### config.mk
export PLATFORM = sky130hd
export DESIGN_NAME = rcs_file_tokenizer_unit
export DESIGN_NICKNAME = d
export VERILOG_FILES = /design/src/rtl/core/rft_pkg.sv /design/src/rtl/core/rcs_file_tokenizer_unit.sv /design/src/rtl/core/rft_front.sv /design/src/rtl/core/rft_queue.sv /design/src/rtl/core/rft_back.sv
export SDC_FILE = /design/constraint.sdc
export NUM_CORES = 1
export LEC_CHECK = 0
export ABC_AREA = 1
export BUFFER_PORTS_ARGS = -buffer_cell sky130_fd_sc_hd__clkbuf_2
export CAP_MARGIN = 10
export CORE_MARGIN = 3
export CORE_UTILIZATION = 25
export CTS_BUF_LIST = sky130_fd_sc_hd__clkbuf_4 sky130_fd_sc_hd__clkbuf_8
export DETAILED_ROUTE_END_ITERATION = 8
export PLACE_DENSITY = 0.43
export SYNTH_ARGS = -nofsm -noshare
export SYNTH_HDL_FRONTEND = slang
export SYNTH_SLANG_ARGS = --single-unit
### constraint.sdc
create_clock -name i_clk -period 15.8 [get_ports i_clk]
set_input_delay 0.79 -clock i_clk [delete_from_list [all_inputs] [get_ports i_clk]]
set_output_delay 0.79 -clock i_clk [all_outputs]
set_load 0.01 [all_outputs]
### src/rtl/core/rft_pkg.sv
package rft_pkg;

    // Scanner modes, one-hot.
    typedef enum logic [3:0] {
        MODE_IDLE   = 4'b0001,
        MODE_IDENT  = 4'b0010,
        MODE_STR    = 4'b0100,
        MODE_STR_AT = 4'b1000
    } t_mode;

    typedef enum logic [2:0] {
        KIND_IDENT  = 3'd0,
        KIND_STRING = 3'd1,
        KIND_SCOLON = 3'd2,
        KIND_COLON  = 3'd3,
        KIND_END    = 3'd4,
        KIND_ERROR  = 3'd5
    } t_kind;

    typedef struct packed {
        logic sym_ch;
        logic id_ch;
        logic sym;
        logic id;
        logic num;
    } t_flags;

    localparam t_flags FL_RESET = '{sym_ch: 1'b0, id_ch: 1'b0, sym: 1'b1, id: 1'b1, num: 1'b1};
    localparam t_flags FL_NONE  = '{default: 1'b0};

    localparam int unsigned LEN_BITS    = 32;
    localparam int unsigned RES_MAX     = 3;
    localparam int unsigned QUEUE_DEPTH = 4;
    localparam int unsigned QUEUE_AW    = 2;
    localparam int unsigned TDATA_W     = 72;

    typedef struct packed {
        t_kind                kind;
        logic [31:0]          start;
        logic [LEN_BITS-1:0]  len;
        logic                 num_valid;
        logic                 id_valid;
        logic                 sym_valid;
    } t_result;

    // All results caused by one input beat, in emission order.
    typedef struct packed {
        t_result [RES_MAX-1:0] res;
        logic [1:0]            cnt;
    } t_bundle;

    localparam logic [7:0] CH_AT     = 8'h40;
    localparam logic [7:0] CH_SCOLON = 8'h3B;
    localparam logic [7:0] CH_COLON  = 8'h3A;
    localparam logic [7:0] CH_DOT    = 8'h2E;
    localparam logic [7:0] CH_DOLLAR = 8'h24;
    localparam logic [7:0] CH_COMMA  = 8'h2C;
    localparam logic [7:0] CH_SPACE  = 8'h20;
    localparam logic [7:0] CH_TAB    = 8'h09;
    localparam logic [7:0] CH_CR     = 8'h0D;
    localparam logic [7:0] CH_ZERO   = 8'h30;
    localparam logic [7:0] CH_NINE   = 8'h39;
    localparam logic [7:0] CH_TILDE  = 8'h7E;

endpackage

### src/rtl/core/rcs_file_tokenizer_unit.sv
// RCS file tokenizer.
// The slave channel takes the file one byte per beat: tdata carries the byte and
// tlast marks the final byte of the file. The master channel delivers tokens, one
// per beat: tuser holds the token kind, tlast marks the last token caused by one
// input byte, and tdata holds start offset, length and the identifier flags.
// A front stage keeps the scan state and turns each byte into a bundle of zero to
// three tokens in the same cycle; a four-entry bundle queue decouples it from a
// back stage that hands tokens out one per cycle, while the receiver is ready,
// through an output register. Throughput is one byte per cycle as long as bytes
// average at most one token each; the output register's single token per cycle
// sets the rate otherwise. A token passes the bundle queue and then the output
// register before it is valid on the master side.
// When the receiver stalls, the output register holds its token, the queue fills
// and then the slave side drops tready; nothing is lost.
// Reset clears the scan state, the queue and the output valid. After the final
// byte of a file the scanner rearms by itself, so the next byte is offset zero.
module rcs_file_tokenizer_unit #(
    parameter int unsigned OFFSET_BITS = 32
) (
    input  logic                        i_clk,
    input  logic                        i_rst_n,
    input  logic                        i_s_tvalid,
    output logic                        o_s_tready,
    input  logic [7:0]                  i_s_tdata,   // [7:0] data_byte
    input  logic                        i_s_tlast,   // end_of_file
    output logic                        o_m_tvalid,
    input  logic                        i_m_tready,
    // [31:0] start_offset, [63:32] token_length, [64] num_valid, [65] id_valid,
    // [66] sym_valid, [71:67] zero
    output logic [rft_pkg::TDATA_W-1:0] o_m_tdata,
    output logic [2:0]                  o_m_tuser,   // [2:0] kind
    output logic                        o_m_tlast    // last_of_run
);

    logic             push;
    logic             full;
    logic             empty;
    logic             pop;
    rft_pkg::t_bundle bundle;
    rft_pkg::t_bundle head;
    rft_pkg::t_result result;

    rft_front #(.OFFSET_BITS(OFFSET_BITS)) u_front (
        .i_clk        (i_clk),
        .i_rst_n      (i_rst_n),
        .i_byte_valid (i_s_tvalid),
        .i_byte       (i_s_tdata),
        .i_eof        (i_s_tlast),
        .o_byte_ready (o_s_tready),
        .i_queue_full (full),
        .o_push       (push),
        .o_bundle     (bundle)
    );

    rft_queue u_queue (
        .i_clk    (i_clk),
        .i_rst_n  (i_rst_n),
        .i_push   (push),
        .i_bundle (bundle),
        .o_full   (full),
        .i_pop    (pop),
        .o_empty  (empty),
        .o_head   (head)
    );

    rft_back u_back (
        .i_clk    (i_clk),
        .i_rst_n  (i_rst_n),
        .i_empty  (empty),
        .i_head   (head),
        .o_pop    (pop),
        .o_valid  (o_m_tvalid),
        .i_ready  (i_m_tready),
        .o_result (result),
        .o_last   (o_m_tlast)
    );

    // Token fields packed from the lowest bit up.
    assign o_m_tdata = {5'd0, result.sym_valid, result.id_valid, result.num_valid,
                        result.len, result.start};
    assign o_m_tuser = result.kind;

endmodule

### src/rtl/core/rft_front.sv
module rft_front #(
    parameter int unsigned OFFSET_BITS = 32
) (
    input  logic            i_clk,
    input  logic            i_rst_n,
    input  logic            i_byte_valid,
    input  logic [7:0]      i_byte,
    input  logic            i_eof,
    output logic            o_byte_ready,
    input  logic            i_queue_full,
    output logic            o_push,
    output rft_pkg::t_bundle o_bundle
);

    function automatic rft_pkg::t_flags classify(input rft_pkg::t_flags f_in,
                                                 input logic [7:0] c);
        rft_pkg::t_flags f;
        logic dig;
        logic pr;
        logic spec;
        f    = f_in;
        dig  = (c >= rft_pkg::CH_ZERO) && (c <= rft_pkg::CH_NINE);
        pr   = (c >= rft_pkg::CH_SPACE) && (c <= rft_pkg::CH_TILDE);
        spec = (c == rft_pkg::CH_DOLLAR) || (c == rft_pkg::CH_COMMA) ||
               (c == rft_pkg::CH_COLON) || (c == rft_pkg::CH_SCOLON) ||
               (c == rft_pkg::CH_AT);
        if (!dig && c != rft_pkg::CH_DOT) begin
            f.num   = 1'b0;
            f.id_ch = 1'b1;
        end
        if (spec || !pr) f.id = 1'b0;
        if (spec || c == rft_pkg::CH_DOT || !pr) f.sym = 1'b0;
        if (!dig) f.sym_ch = 1'b1;
        return f;
    endfunction

    function automatic rft_pkg::t_result mk_res(input rft_pkg::t_kind k,
                                                input logic [31:0] s,
                                                input logic [31:0] l,
                                                input rft_pkg::t_flags f);
        rft_pkg::t_result r;
        r.kind      = k;
        r.start     = s;
        r.len       = l;
        r.num_valid = f.num;
        r.id_valid  = f.id & f.id_ch;
        r.sym_valid = f.sym & f.sym_ch;
        return r;
    endfunction

    rft_pkg::t_mode             r_mode,  n_mode;
    logic [OFFSET_BITS-1:0]     r_pos,   n_pos;
    logic [OFFSET_BITS-1:0]     r_start, n_start;
    logic [31:0]                r_len,   n_len;
    rft_pkg::t_flags            r_flags, n_flags;

    rft_pkg::t_result [3:0]     cand;
    logic [3:0]                 cand_v;
    logic [2:0]                 fill;
    logic                       accept;
    logic                       blank;
    logic                       is_at;
    logic                       is_punct;
    logic                       delim;
    logic                       do_idle;
    logic [OFFSET_BITS-1:0]     pos_inc;

    assign o_byte_ready = !i_queue_full;
    assign accept       = i_byte_valid && o_byte_ready;

    assign blank    = (i_byte == rft_pkg::CH_SPACE) ||
                      ((i_byte >= rft_pkg::CH_TAB) && (i_byte <= rft_pkg::CH_CR));
    assign is_at    = (i_byte == rft_pkg::CH_AT);
    assign is_punct = (i_byte == rft_pkg::CH_SCOLON) || (i_byte == rft_pkg::CH_COLON);
    assign delim    = blank || is_at || is_punct;
    assign pos_inc  = r_pos + OFFSET_BITS'(1);

    always_comb begin
        n_mode  = r_mode;
        n_pos   = pos_inc;
        n_start = r_start;
        n_len   = r_len;
        n_flags = r_flags;
        do_idle = 1'b0;
        cand    = '0;
        cand_v  = '0;

        case (r_mode)
            rft_pkg::MODE_IDENT: begin
                if (delim) begin
                    cand[0]   = mk_res(rft_pkg::KIND_IDENT, 32'(r_start), r_len, r_flags);
                    cand_v[0] = 1'b1;
                    do_idle   = 1'b1;
                end else begin
                    n_len   = r_len + 32'd1;
                    n_flags = classify(r_flags, i_byte);
                end
            end
            rft_pkg::MODE_STR: begin
                if (is_at) n_mode = rft_pkg::MODE_STR_AT;
                else       n_len  = r_len + 32'd1;
            end
            rft_pkg::MODE_STR_AT: begin
                if (is_at) begin
                    n_len  = r_len + 32'd2;
                    n_mode = rft_pkg::MODE_STR;
                end else begin
                    cand[0]   = mk_res(rft_pkg::KIND_STRING, 32'(r_start), r_len,
                                       rft_pkg::FL_NONE);
                    cand_v[0] = 1'b1;
                    do_idle   = 1'b1;
                end
            end
            default: do_idle = 1'b1;
        endcase

        // Byte seen with no token open.
        if (do_idle) begin
            n_mode = rft_pkg::MODE_IDLE;
            if (is_at) begin
                n_mode  = rft_pkg::MODE_STR;
                n_start = pos_inc;
                n_len   = 32'd0;
            end else if (i_byte == rft_pkg::CH_SCOLON) begin
                cand[1]   = mk_res(rft_pkg::KIND_SCOLON, 32'(r_pos), 32'd1, rft_pkg::FL_NONE);
                cand_v[1] = 1'b1;
            end else if (i_byte == rft_pkg::CH_COLON) begin
                cand[1]   = mk_res(rft_pkg::KIND_COLON, 32'(r_pos), 32'd1, rft_pkg::FL_NONE);
                cand_v[1] = 1'b1;
            end else if (!blank) begin
                n_mode  = rft_pkg::MODE_IDENT;
                n_start = r_pos;
                n_len   = 32'd1;
                n_flags = classify(rft_pkg::FL_RESET, i_byte);
            end
        end

        // Final byte closes whatever is open, then the end or error token.
        if (i_eof) begin
            if (n_mode == rft_pkg::MODE_STR) begin
                cand[2]   = mk_res(rft_pkg::KIND_ERROR, 32'(n_start), n_len,
                                   rft_pkg::FL_NONE);
                cand_v[2] = 1'b1;
            end else begin
                if (n_mode == rft_pkg::MODE_IDENT) begin
                    cand[2]   = mk_res(rft_pkg::KIND_IDENT, 32'(n_start), n_len, n_flags);
                    cand_v[2] = 1'b1;
                end else if (n_mode == rft_pkg::MODE_STR_AT) begin
                    cand[2]   = mk_res(rft_pkg::KIND_STRING, 32'(n_start), n_len,
                                       rft_pkg::FL_NONE);
                    cand_v[2] = 1'b1;
                end
                cand[3]   = mk_res(rft_pkg::KIND_END, 32'(pos_inc), 32'd0, rft_pkg::FL_NONE);
                cand_v[3] = 1'b1;
            end
            n_mode  = rft_pkg::MODE_IDLE;
            n_pos   = '0;
            n_start = '0;
            n_len   = 32'd0;
            n_flags = rft_pkg::FL_RESET;
        end
    end

    // Pack the candidates into consecutive slots; at most three are ever live.
    always_comb begin
        o_bundle = '0;
        fill     = 3'd0;
        for (int i = 0; i < 4; i++) begin
            if (cand_v[i] && fill < 3'(rft_pkg::RES_MAX)) begin
                o_bundle.res[fill[1:0]] = cand[i];
                fill = fill + 3'd1;
            end
        end
        o_bundle.cnt = fill[1:0];
    end

    assign o_push = accept && (fill != 3'd0);

    always_ff @(posedge i_clk) begin
        if (!i_rst_n) begin
            r_mode  <= rft_pkg::MODE_IDLE;
            r_pos   <= '0;
            r_start <= '0;
            r_len   <= 32'd0;
            r_flags <= rft_pkg::FL_RESET;
        end else if (accept) begin
            r_mode  <= n_mode;
            r_pos   <= n_pos;
            r_start <= n_start;
            r_len   <= n_len;
            r_flags <= n_flags;
        end
    end

    a_eof_rearms: assert property (@(posedge i_clk) disable iff (!i_rst_n)
        accept && i_eof |=> r_mode == rft_pkg::MODE_IDLE && r_pos == '0)
        else $error("scanner did not rearm after the final byte");

    a_eof_pushes: assert property (@(posedge i_clk) disable iff (!i_rst_n)
        accept && i_eof |-> o_push)
        else $error("final byte produced no closing token");

endmodule

### src/rtl/core/rft_queue.sv
module rft_queue (
    input  logic             i_clk,
    input  logic             i_rst_n,
    input  logic             i_push,
    input  rft_pkg::t_bundle i_bundle,
    output logic             o_full,
    input  logic             i_pop,
    output logic             o_empty,
    output rft_pkg::t_bundle o_head
);

    rft_pkg::t_bundle                  r_mem [rft_pkg::QUEUE_DEPTH];
    logic [rft_pkg::QUEUE_AW-1:0]      r_wr, r_rd;
    logic [rft_pkg::QUEUE_AW:0]        r_cnt, n_cnt;

    assign o_full  = (r_cnt == (rft_pkg::QUEUE_AW+1)'(rft_pkg::QUEUE_DEPTH));
    assign o_empty = (r_cnt == '0);
    assign o_head  = r_mem[r_rd];

    always_comb begin
        n_cnt = r_cnt;
        if (i_push && !i_pop) n_cnt = r_cnt + 1'b1;
        if (!i_push && i_pop) n_cnt = r_cnt - 1'b1;
    end

    always_ff @(posedge i_clk) begin
        if (i_push) r_mem[r_wr] <= i_bundle;
    end

    always_ff @(posedge i_clk) begin
        if (!i_rst_n) begin
            r_wr  <= '0;
            r_rd  <= '0;
            r_cnt <= '0;
        end else begin
            if (i_push) r_wr <= r_wr + 1'b1;
            if (i_pop)  r_rd <= r_rd + 1'b1;
            r_cnt <= n_cnt;
        end
    end

    a_no_overflow: assert property (@(posedge i_clk) disable iff (!i_rst_n)
        !(i_push && o_full) && !(i_pop && o_empty))
        else $error("bundle queue overflow or underflow");

endmodule

### src/rtl/core/rft_back.sv
module rft_back (
    input  logic                        i_clk,
    input  logic                        i_rst_n,
    input  logic                        i_empty,
    input  rft_pkg::t_bundle            i_head,
    output logic                        o_pop,
    output logic                        o_valid,
    input  logic                        i_ready,
    output rft_pkg::t_result            o_result,
    output logic                        o_last
);

    logic [1:0]        r_idx;
    logic              r_valid;
    rft_pkg::t_result  r_result;
    logic              r_last;
    logic              load;
    logic              head_last;

    assign load      = !i_empty && (!r_valid || i_ready);
    assign head_last = (r_idx == i_head.cnt - 2'd1);
    assign o_pop     = load && head_last;

    always_ff @(posedge i_clk) begin
        if (!i_rst_n) begin
            r_valid <= 1'b0;
            r_idx   <= 2'd0;
        end else begin
            if (load) begin
                r_valid <= 1'b1;
                r_idx   <= head_last ? 2'd0 : r_idx + 2'd1;
            end else if (i_ready) begin
                r_valid <= 1'b0;
            end
        end
    end

    always_ff @(posedge i_clk) begin
        if (load) begin
            r_result <= i_head.res[r_idx];
            r_last   <= head_last;
        end
    end

    assign o_valid  = r_valid;
    assign o_result = r_result;
    assign o_last   = r_last;

    a_idx_inside_bundle: assert property (@(posedge i_clk) disable iff (!i_rst_n)
        r_idx != 2'd0 |-> !i_empty && r_idx < i_head.cnt)
        else $error("result index ran past its bundle");

endmodule

==> metrics.json, run 1 <==
{
  "wl_per_cell": {"value": 22.7, "unit": "um"},
  "syn_avg_cell_area": {"value": 10.4, "unit": "um^2"},
  "synth.most_common_cell": {"value": "sky130_fd_sc_hd__edfxtp_1"},
  "core_area": {"value": 0.186, "unit": "mm^2"},
  "worst_skew_pair.late_latency": {"value": 930, "unit": "ps"},
  "first_pass_grt_wire_length": {"value": 238, "unit": "mm"},
  "final_max_slew_viol_count": {"value": 0},
  "grt_setup_unrepaired": {"value": "false"},
  "report.final.hold_viol_count": {"value": 0},
  "min_clock_period_post_route": {"value": 7990, "unit": "ps"},
  "pwr-share-seq": {"value": 44.1, "unit": "%"},
  "synth_top_cell_area_share": {"value": 58.7, "unit": "%"},
  "place.port_buffers": {"value": 85},
  "final.fill_count": {"value": 19423},
  "worstSetupPathType": {"value": "flip-flop to flip-flop"},
  "dr.first_iter.drc_count": {"value": 2697},
  "dieHeight": {"value": 439, "unit": "um"},
  "ant_nets": {"value": 0},
  "number_of_global_route_vias_before_repair": {"value": 34976},
  "cts.sink_count": {"value": 1032},
  "antenna_found_initial": {"value": 7},
  "cp-end-kind": {"value": "flip-flop"},
  "cp_num_buf_inv": {"value": 7},
  "mappedNetlistArea": {"value": 0.0468, "unit": "mm^2"},
  "place_worst_setup_slack": {"value": 7440, "unit": "ps"},
  "cp_data_arrival_time": {"value": 8500, "unit": "ps"},
  "max-cap-violations": {"value": 0},
  "worst-slew-pin-transition": {"value": 1130, "unit": "ps"},
  "initial_core_util": {"value": 25.2, "unit": "%"},
  "grtUsageMet2": {"value": 27.0, "unit": "%"},
  "cp_cell_sequence": {"value": "nor2_1 > nand3_2 > inv_1 > nand2_1 > nand3_4 > nand2_1 > inv_2 > ha_1 > nand2_1 > nand2_4 > inv_2 > fa_1 > inv_1 > ha_1 > inv_1 > nand2_1 > nand3_2 > nand2_1 > nor2_4 > buf_4 > buf_4"},
  "synth-main-ff-cell": {"value": "sky130_fd_sc_hd__edfxtp_1"},
  "synth_top_family_by_area": {"value": "compound AO/OA/AOI/OAI gates"},
  "worst_slack": {"value": 7810, "unit": "ps"},
  "post_route_cells_drive_above_1_share": {"value": 12.0, "unit": "%"},
  "grt.met3_usage": {"value": 2.76, "unit": "%"},
  "crit_slowest_cell": {"value": "sky130_fd_sc_hd__nor2_4"},
  "drt-total-wl": {"value": 162, "unit": "mm"},
  "power.combinational.fraction": {"value": 24.0, "unit": "%"},
  "critical_path.top_delay_family": {"value": "simple AND/OR/NAND/NOR gates"},
  "leakage": {"value": 17.2, "unit": "nW"},
  "compound_cell_area_share_of_the_yosys_netlist": {"value": 15.7, "unit": "%"},
  "overflow": {"value": 0},
  "synth_seq_area_share": {"value": 63.7, "unit": "%"},
  "ctsResizeCount": {"value": 0},
  "cts_setup_buffers": {"value": 0},
  "worst_hold_path_type": {"value": "input pin to flip-flop"},
  "slowest_delay": {"value": 830, "unit": "ps"},
  "layout.core_utilization": {"value": 28.6, "unit": "%"},
  "finalWeightedCongestion": {"value": 0.895},
  "drtPass1Iterations": {"value": 5},
  "layout.nets": {"value": 4530},
  "critPathMostFrequentCell": {"value": "sky130_fd_sc_hd__nand2_1"},
  "clockPowerShare": {"value": 31.9, "unit": "%"},
  "numCtsBuffers": {"value": 181},
  "track_usage": {"value": 16.4, "unit": "%"},
  "synth-adder-area-share": {"value": 0.513, "unit": "%"},
  "fp.dieW": {"value": 439, "unit": "um"},
  "cp_data_required_time": {"value": 16300, "unit": "ps"},
  "muxShareOfSynthArea": {"value": 0, "unit": "%"},
  "cts.reportedPaths.clkPinSlew": {"value": 60, "unit": "ps"},
  "ff_latch_area": {"value": 0.0298, "unit": "mm^2"},
  "postCtsHoldBufs": {"value": 0},
  "die_area": {"value": 0.192, "unit": "mm^2"},
  "power_density": {"value": 147, "unit": "mW/mm^2"},
  "layout.cells.non_filler": {"value": 7135},
  "post_synth_main_area_contributors": {"value": "sky130_fd_sc_hd__edfxtp_1 59%, sky130_fd_sc_hd__o21ai_0 5.9%, sky130_fd_sc_hd__nand2_1 5.8%, sky130_fd_sc_hd__nor2_1 5.2%, sky130_fd_sc_hd__dfxtp_1 5.0%"},
  "hpwlAfterDp": {"value": 96.3, "unit": "mm"},
  "tns": {"value": 0, "unit": "ps"},
  "global_route.peak_usage_layer": {"value": "met2"},
  "cts_root_buf": {"value": "sky130_fd_sc_hd__clkbuf_8"},
  "area.growth.synth_to_final": {"value": 13.7, "unit": "%"},
  "via_per_inst": {"value": 4.96},
  "switching_share": {"value": 34.1, "unit": "%"},
  "setup_viol": {"value": 0},
  "synth-async-reset-ratio": {"value": 0, "unit": "%"},
  "timing.critical_path.from_type": {"value": "flip-flop"},
  "cts-root-to-sink-buffers": {"value": 3},
  "ios": {"value": 91},
  "multi_input_comb_area": {"value": 0.0149, "unit": "mm^2"},
  "design_power_total": {"value": 7.83, "unit": "mW"},
  "max_freq": {"value": 125, "unit": "MHz"},
  "synth-simple-area-share": {"value": 14.8, "unit": "%"},
  "total_switching_power": {"value": 2.67, "unit": "mW"},
  "placed_cells": {"value": 6796},
  "timing.slew.headroom": {"value": 24.5, "unit": "%"},
  "cts_htree_levels": {"value": 4},
  "grt_max_degree": {"value": 113},
  "netlist-cell-type-count": {"value": 59},
  "run_status": {"value": "complete, no violations"},
  "synth_area_leader_cell": {"value": "sky130_fd_sc_hd__edfxtp_1"},
  "synth.yosys.warnings": {"value": 0},
  "cts_tree": {"value": "done"},
  "timing.clock.skew": {"value": 45.6, "unit": "ps"},
  "grt_util_met1": {"value": 22.2, "unit": "%"},
  "synth-edff-count": {"value": 915},
  "cell_internal_pwr": {"value": 5.16, "unit": "mW"},
  "post-route-period-util": {"value": 50.6, "unit": "%"},
  "post_synth_inst_count": {"value": 4489},
  "drt_drc_violations_left": {"value": 0},
  "vias": {"value": 35403},
  "synth_seq_cells": {"value": 1032},
  "ir_drop": {"value": 0.0863, "unit": "mV"},
  "synth_xor_xnor_area_share": {"value": 0.655, "unit": "%"},
  "worst-path-max-fanout": {"value": 52},
  "synth.top_cells.by_count": {"value": "915 x sky130_fd_sc_hd__edfxtp_1, 720 x sky130_fd_sc_hd__nand2_1, 646 x sky130_fd_sc_hd__nor2_1"},
  "placement_rows": {"value": 158}
}
[path summary, 6_finish.rpt]
check	to	slack, ps	startpoint	cells past startpoint
max	u_queue.r_mem[3][153]	7810	u_front.r_mode[2]	21
min	u_back.o_valid	340	i_m_tready	4
max reg2reg	u_queue.r_mem[3][153]	7810	u_front.r_mode[2]	21
min reg2reg	u_queue.r_cnt[0]	460	u_queue.r_cnt[0]	1
[power by group through the flow]
stage	registers (mW)	logic (mW)	clock network (mW)
detailed placement	3.51	1.95	0
CTS	3.46	1.95	2.58
global placement	3.51	1.94	0
finish	3.45	1.88	2.50
global route	3.48	2.08	2.70
floorplan	3.59	1.09	0
[kinds of logic after synthesis]
logic type	after synthesis
AO/OA/AOI/OAI	1210
XOR/XNOR	35
adder cells (fa/ha/maj)	18
buffers and inverters	526
flip-flops	1032
other	1
AND/OR/NAND/NOR	1667
[placed cells by master, fill, tap and decap left out, drive strengths merged, types with 3 or more instances in the layout]
master,count
edfxtp,915
nand2,736
nor2,658
o21ai,590
clkbuf,333
inv,197
nand3,173
a21oi,161
o22ai,156
o221ai,121
dfxtp,117
o211ai,109
clkinv,76
buf,70
nand4,52
a32o,40
xor2,35
nor3,31
ha,16
a31oi,9
nor4,6
o2111ai,5
conb,5
clkinvlp,5
o21a,4
bufinv,4
a211oi,4
diode,3
nand3b,3
a22o,3
or2,3
[cell type report]
cell class / instances / area share, %
clock inverters: 88 / 1.14
clock buffers: 248 / 5.73
multi-input cells: 2935 / 28.1
flip-flops and latches: 1032 / 56.0
well taps: 2480 / 5.83
inverters: 194 / 1.41
repair buffers: 155 / 1.79
diodes: 3 / 0.0141
[state kept, by name, indices dropped and copies added, names as in the netlist, 3 cells and up, named ones only]
signal and flops:
u_queue.r_mem 844, u_front.r_mode 4, u_front.r_flags 5, u_front.r_start 32, u_front.r_len 32, u_front.r_pos 32, u_queue.r_cnt 3, u_back.o_result 70
[worst register-to-register path, stage by stage (launching register included)]
cell and delay [ps]:
sky130_fd_sc_hd__dfxtp_1 340, sky130_fd_sc_hd__nor2_1 190, sky130_fd_sc_hd__nand3_2 350, sky130_fd_sc_hd__inv_1 800, sky130_fd_sc_hd__nand2_1 280, sky130_fd_sc_hd__nand3_4 510
sky130_fd_sc_hd__nand2_1 180, sky130_fd_sc_hd__inv_2 170, sky130_fd_sc_hd__ha_1 410, sky130_fd_sc_hd__nand2_1 220, sky130_fd_sc_hd__nand2_4 150, sky130_fd_sc_hd__inv_2 80
sky130_fd_sc_hd__fa_1 620, sky130_fd_sc_hd__inv_1 100, sky130_fd_sc_hd__ha_1 270, sky130_fd_sc_hd__inv_1 50, sky130_fd_sc_hd__nand2_1 80, sky130_fd_sc_hd__nand3_2 160
sky130_fd_sc_hd__nand2_1 290, sky130_fd_sc_hd__nor2_4 830, sky130_fd_sc_hd__buf_4 670, sky130_fd_sc_hd__buf_4 790
[through the flow]
stage | area, um^2 | hold slack (ps)
CTS | 53200 | 215
finish | 53200 | 337
detailed placement | 49600 | 450
global route | 53200 | 285
global placement | 49600 | 447
floorplan | 46800 | 423
[per-layer routing]
| layer | part of all wire [%] | up-vias |
|---|---|---|
| li1 | - | 16290 |
| met1 | 45 | 17865 |
| met2 | 47 | 1009 |
| met3 | 5.1 | 237 |
| met4 | 2.5 | 2 |
| met5 | 0.0068 | - |
No activity file was read; power rests on OpenSTA's default activity.
==> run 2, diff against run 1 <==
PLACE_DENSITY = 0.44   (was 0.43)
clock period = 7.1 ns   (was 15.8 ns; I/O delays follow)
==> run 2 against run 1 <==
Compared with the run above:
- combinational power up 120%
- final cell count decreased by 0.11%
- highest routed layer is now met4
- via count fell by 0.32%
- design area increased by 0.47%
- clock-buffer cell count is 5 higher
==> metrics.json, run 2 (synthesized netlist as in run 1, its figures left out) <==
{
  "report.final.hold_viol_count": {"value": 0, "change": "unchanged"},
  "cp_data_required_time": {"value": 7680, "unit": "ps", "change": "-8620 ps"},
  "holdWs": {"value": 179, "unit": "ps", "change": "-157 ps"},
  "routed.top_layer": {"value": "met4"},
  "worst_skew_pair.late_latency": {"value": 940, "unit": "ps", "change": "about the same"},
  "r2r-end": {"value": "u_queue.r_mem[3][178]"},
  "cp_cell_sequence": {"value": "nor2_1 > nand3_2 > inv_2 > nand2_4 > inv_2 > nor2_2 > inv_2 > ha_1 > nand2_1 > nand2_4 > inv_2 > fa_1 > inv_1 > ha_1 > inv_1 > nand2_1 > nand3_2 > nand2_1 > nor2_4 > buf_12 > buf_4"},
  "multi_input_comb_area": {"value": 0.0149, "unit": "mm^2", "change": "about the same"},
  "tns": {"value": 0, "unit": "ps", "change": "unchanged"},
  "grt_max_degree": {"value": 151, "change": "+34%"},
  "run_status": {"value": "complete, no violations"},
  "cts_root_buf": {"value": "sky130_fd_sc_hd__clkbuf_8"},
  "crit_slowest_cell": {"value": "sky130_fd_sc_hd__fa_1"},
  "first_pass_grt_wire_length": {"value": 239, "unit": "mm", "change": "+0.10%"},
  "hpwlAfterDp": {"value": 94.9, "unit": "mm", "change": "-1.5%"},
  "dieHeight": {"value": 439, "unit": "um", "change": "unchanged"},
  "dr.first_iter.drc_count": {"value": 2926, "change": "+8.5%"},
  "most_flops_register": {"value": "u_queue.r_mem"},
  "critical_path.top_delay_family": {"value": "simple AND/OR/NAND/NOR gates"},
  "timing.clock.skew": {"value": 47.1, "unit": "ps", "change": "+1.57 ps"},
  "initial_core_util": {"value": 25.2, "unit": "%", "change": "unchanged"},
  "ir_drop": {"value": 0.221, "unit": "mV", "change": "+160%"},
  "power_density": {"value": 328, "unit": "mW/mm^2", "change": "+120%"},
  "worst-slew-pin-transition": {"value": 1200, "unit": "ps", "change": "+72.6 ps"},
  "reg2reg_setup_slack": {"value": 1760, "unit": "ps", "change": "-6050 ps"},
  "via_per_inst": {"value": 4.95, "change": "-0.21%"},
  "numCtsBuffers": {"value": 178, "change": "-1.7%"},
  "core_area": {"value": 0.186, "unit": "mm^2", "change": "unchanged"},
  "design_power_total": {"value": 17.5, "unit": "mW", "change": "+120%"},
  "cp_data_arrival_time": {"value": 5920, "unit": "ps", "change": "-2580 ps"},
  "cts_tree": {"value": "done"},
  "timing.slew.headroom": {"value": 19.5, "unit": "%", "change": "-5.0 points"},
  "drt_drc_violations_left": {"value": 0, "change": "unchanged"},
  "final_max_slew_viol_count": {"value": 0, "change": "unchanged"},
  "place_worst_setup_slack": {"value": 1490, "unit": "ps", "change": "-5950 ps"},
  "area.growth.synth_to_final": {"value": 14.3, "unit": "%"},
  "place.port_buffers": {"value": 85, "change": "unchanged"},
  "overflow": {"value": 0, "change": "unchanged"},
  "finalWeightedCongestion": {"value": 0.886, "change": "-1.1%"},
  "timing.critical_path.from_type": {"value": "flip-flop"},
  "final_common_cell": {"value": "sky130_fd_sc_hd__edfxtp_1"},
  "worst_hold_path_type": {"value": "input pin to flip-flop"},
  "wl_met1": {"value": 70.7, "unit": "mm", "change": "-3.1%"},
  "min_clock_period_post_route": {"value": 5340, "unit": "ps", "change": "-2650 ps"},
  "critPathMostFrequentCell": {"value": "sky130_fd_sc_hd__inv_2"},
  "timing.hold.worst.start": {"value": "i_s_tdata[5]"},
  "setup_viol": {"value": 0, "change": "unchanged"},
  "cts-root-to-sink-buffers": {"value": 3, "change": "unchanged"},
  "ios": {"value": 91, "change": "unchanged"},
  "worst_hold_path_depth": {"value": 8, "change": "+4"},
  "placement_rows": {"value": 158, "change": "unchanged"},
  "routed-wl-met2": {"value": 77.4, "unit": "mm", "change": "+0.59%"},
  "final.fill_count": {"value": 19435, "change": "+0.062%"},
  "max_freq": {"value": 187, "unit": "MHz", "change": "+50%"},
  "ff_latch_area": {"value": 0.0298, "unit": "mm^2", "change": "unchanged"},
  "final_cell_mix": {"value": "915 x sky130_fd_sc_hd__edfxtp_1, 718 x sky130_fd_sc_hd__nand2_1, 640 x sky130_fd_sc_hd__nor2_1"},
  "cp-end-kind": {"value": "flip-flop"},
  "worstSetupPathType": {"value": "flip-flop to flip-flop"},
  "leakage": {"value": 17.2, "unit": "nW", "change": "+0.43%"},
  "grt_setup_unrepaired": {"value": "false"},
  "worst-path-max-fanout": {"value": 38, "change": "-27%"},
  "drt-total-wl": {"value": 161, "unit": "mm", "change": "-0.51%"},
  "ff2ff_path_depth": {"value": 21, "change": "unchanged"},
  "detailroute.wirelength.met3": {"value": 8.30, "unit": "mm", "change": "+0.80%"},
  "vias": {"value": 35288, "change": "-0.32%"},
  "layout.nets": {"value": 4530, "change": "unchanged"},
  "slowest_delay": {"value": 610, "unit": "ps", "change": "-220 ps"},
  "die_area": {"value": 0.192, "unit": "mm^2", "change": "unchanged"},
  "drtPass1Iterations": {"value": 5, "change": "unchanged"},
  "cts_htree_levels": {"value": 4, "change": "unchanged"},
  "worst_flop_to_flop_path_startpoint": {"value": "u_front.r_mode[2]"},
  "track_usage": {"value": 16.4, "unit": "%", "change": "-0.024 points"},
  "ant_nets": {"value": 0, "change": "unchanged"},
  "cts.reportedPaths.clkPinSlew": {"value": 70, "unit": "ps", "change": "about the same"},
  "post_route_cells_drive_above_1_share": {"value": 11.9, "unit": "%", "change": "-0.047 points"},
  "post-route-period-util": {"value": 75.2, "unit": "%", "change": "+25 points"},
  "antenna_found_initial": {"value": 4, "change": "-3"},
  "cts.sink_count": {"value": 1032, "change": "unchanged"},
  "max-cap-violations": {"value": 0, "change": "unchanged"},
  "cp_num_buf_inv": {"value": 8, "change": "+1"},
  "number_of_global_route_vias_before_repair": {"value": 34948, "change": "-0.080%"},
  "wl_per_cell": {"value": 22.6, "unit": "um", "change": "-0.40%"},
  "worst_slack": {"value": 1760, "unit": "ps", "change": "-6050 ps"},
  "worstHoldEndpoint": {"value": "u_front.r_mode[3]"},
  "largest_reg_flops": {"value": 844, "change": "unchanged"},
  "fp.dieW": {"value": 439, "unit": "um", "change": "unchanged"}
}
## run 2: cell types whose count changed in the layout (fill, tap and decap cells not counted), sizes merged
cell,change
clkinv,-15
clkbuf,+5
dlygate4sd3,+5
bufinv,+4
clkinvlp,-3
buf,-2
diode,-1
inv,-1
## run 2: repair_timing
action                                  CTS  global route
hold buffers                              5             0
buffers inserted                          0             0
endpoints found under the setup margin    0             0
hold endpoints to repair                 19             0
resized for setup                         0             0
## run 2: per-stage QoR
step | area, um^2 | cells | util, %
after global routing | 53500 | 7126 | 28.8
after floorplan | 46800 | 4493 | -
after global placement | 49700 | 6794 | 26.8
after CTS | 53500 | 7125 | 28.8
after detailed placement | 49700 | 6794 | 26.8
final | 53500 | 7127 | 28.8
## run 2: layout make-up
| class | instances | area share [%] |
|---|---|---|
| Inverter | 194 | 1.40 |
| Clock buffer | 253 | 5.75 |
| Multi-Input combinational cell | 2935 | 27.9 |
| Timing Repair Buffer | 158 | 2.19 |
| Sequential cell | 1032 | 55.8 |
| Tap cell | 2480 | 5.80 |
| Antenna cell | 2 | 0.00936 |
| Clock inverter | 73 | 1.13 |
## run 2: worst max path at each step
stage,slack [ps],cells after the start,from,to
2_1_floorplan,-2300,24,i_s_tdata[0],u_queue.r_mem[0][0]
3_3_place_gp,1420,24,i_s_tdata[0],u_queue.r_mem[3][94]
3_5_place_dp,1490,24,i_s_tdata[0],u_queue.r_mem[3][94]
4_1_cts,1770,21,u_front.r_mode[2],u_queue.r_mem[3][178]
5_1_grt,1410,21,u_front.r_mode[2],u_queue.r_mem[3][32]
6_report,1760,21,u_front.r_mode[2],u_queue.r_mem[3][178]
## run 2: worst min-delay path, delay by kind of cell
kind,cells,cell delay [ps]
buffers and inverters,3,290
AO/OA/AOI/OAI,1,60
AND/OR/NAND/NOR,4,350
## run 2: routing by layer
metal | up-vias | global-route usage [%]
li1 | 16286 | -
met1 | 17685 | 21.5
met5 | - | 0
met3 | 281 | 2.79
met4 | 0 | 5.72
met2 | 1036 | 27.3
## run 2: power breakdown
group / internal (mW) / leakage, nW / switching, mW
clock: 3.09 / 1.94 / 2.57
combinational: 1.11 / 5.82 / 3.07
sequential: 7.44 / 9.48 / 0.257
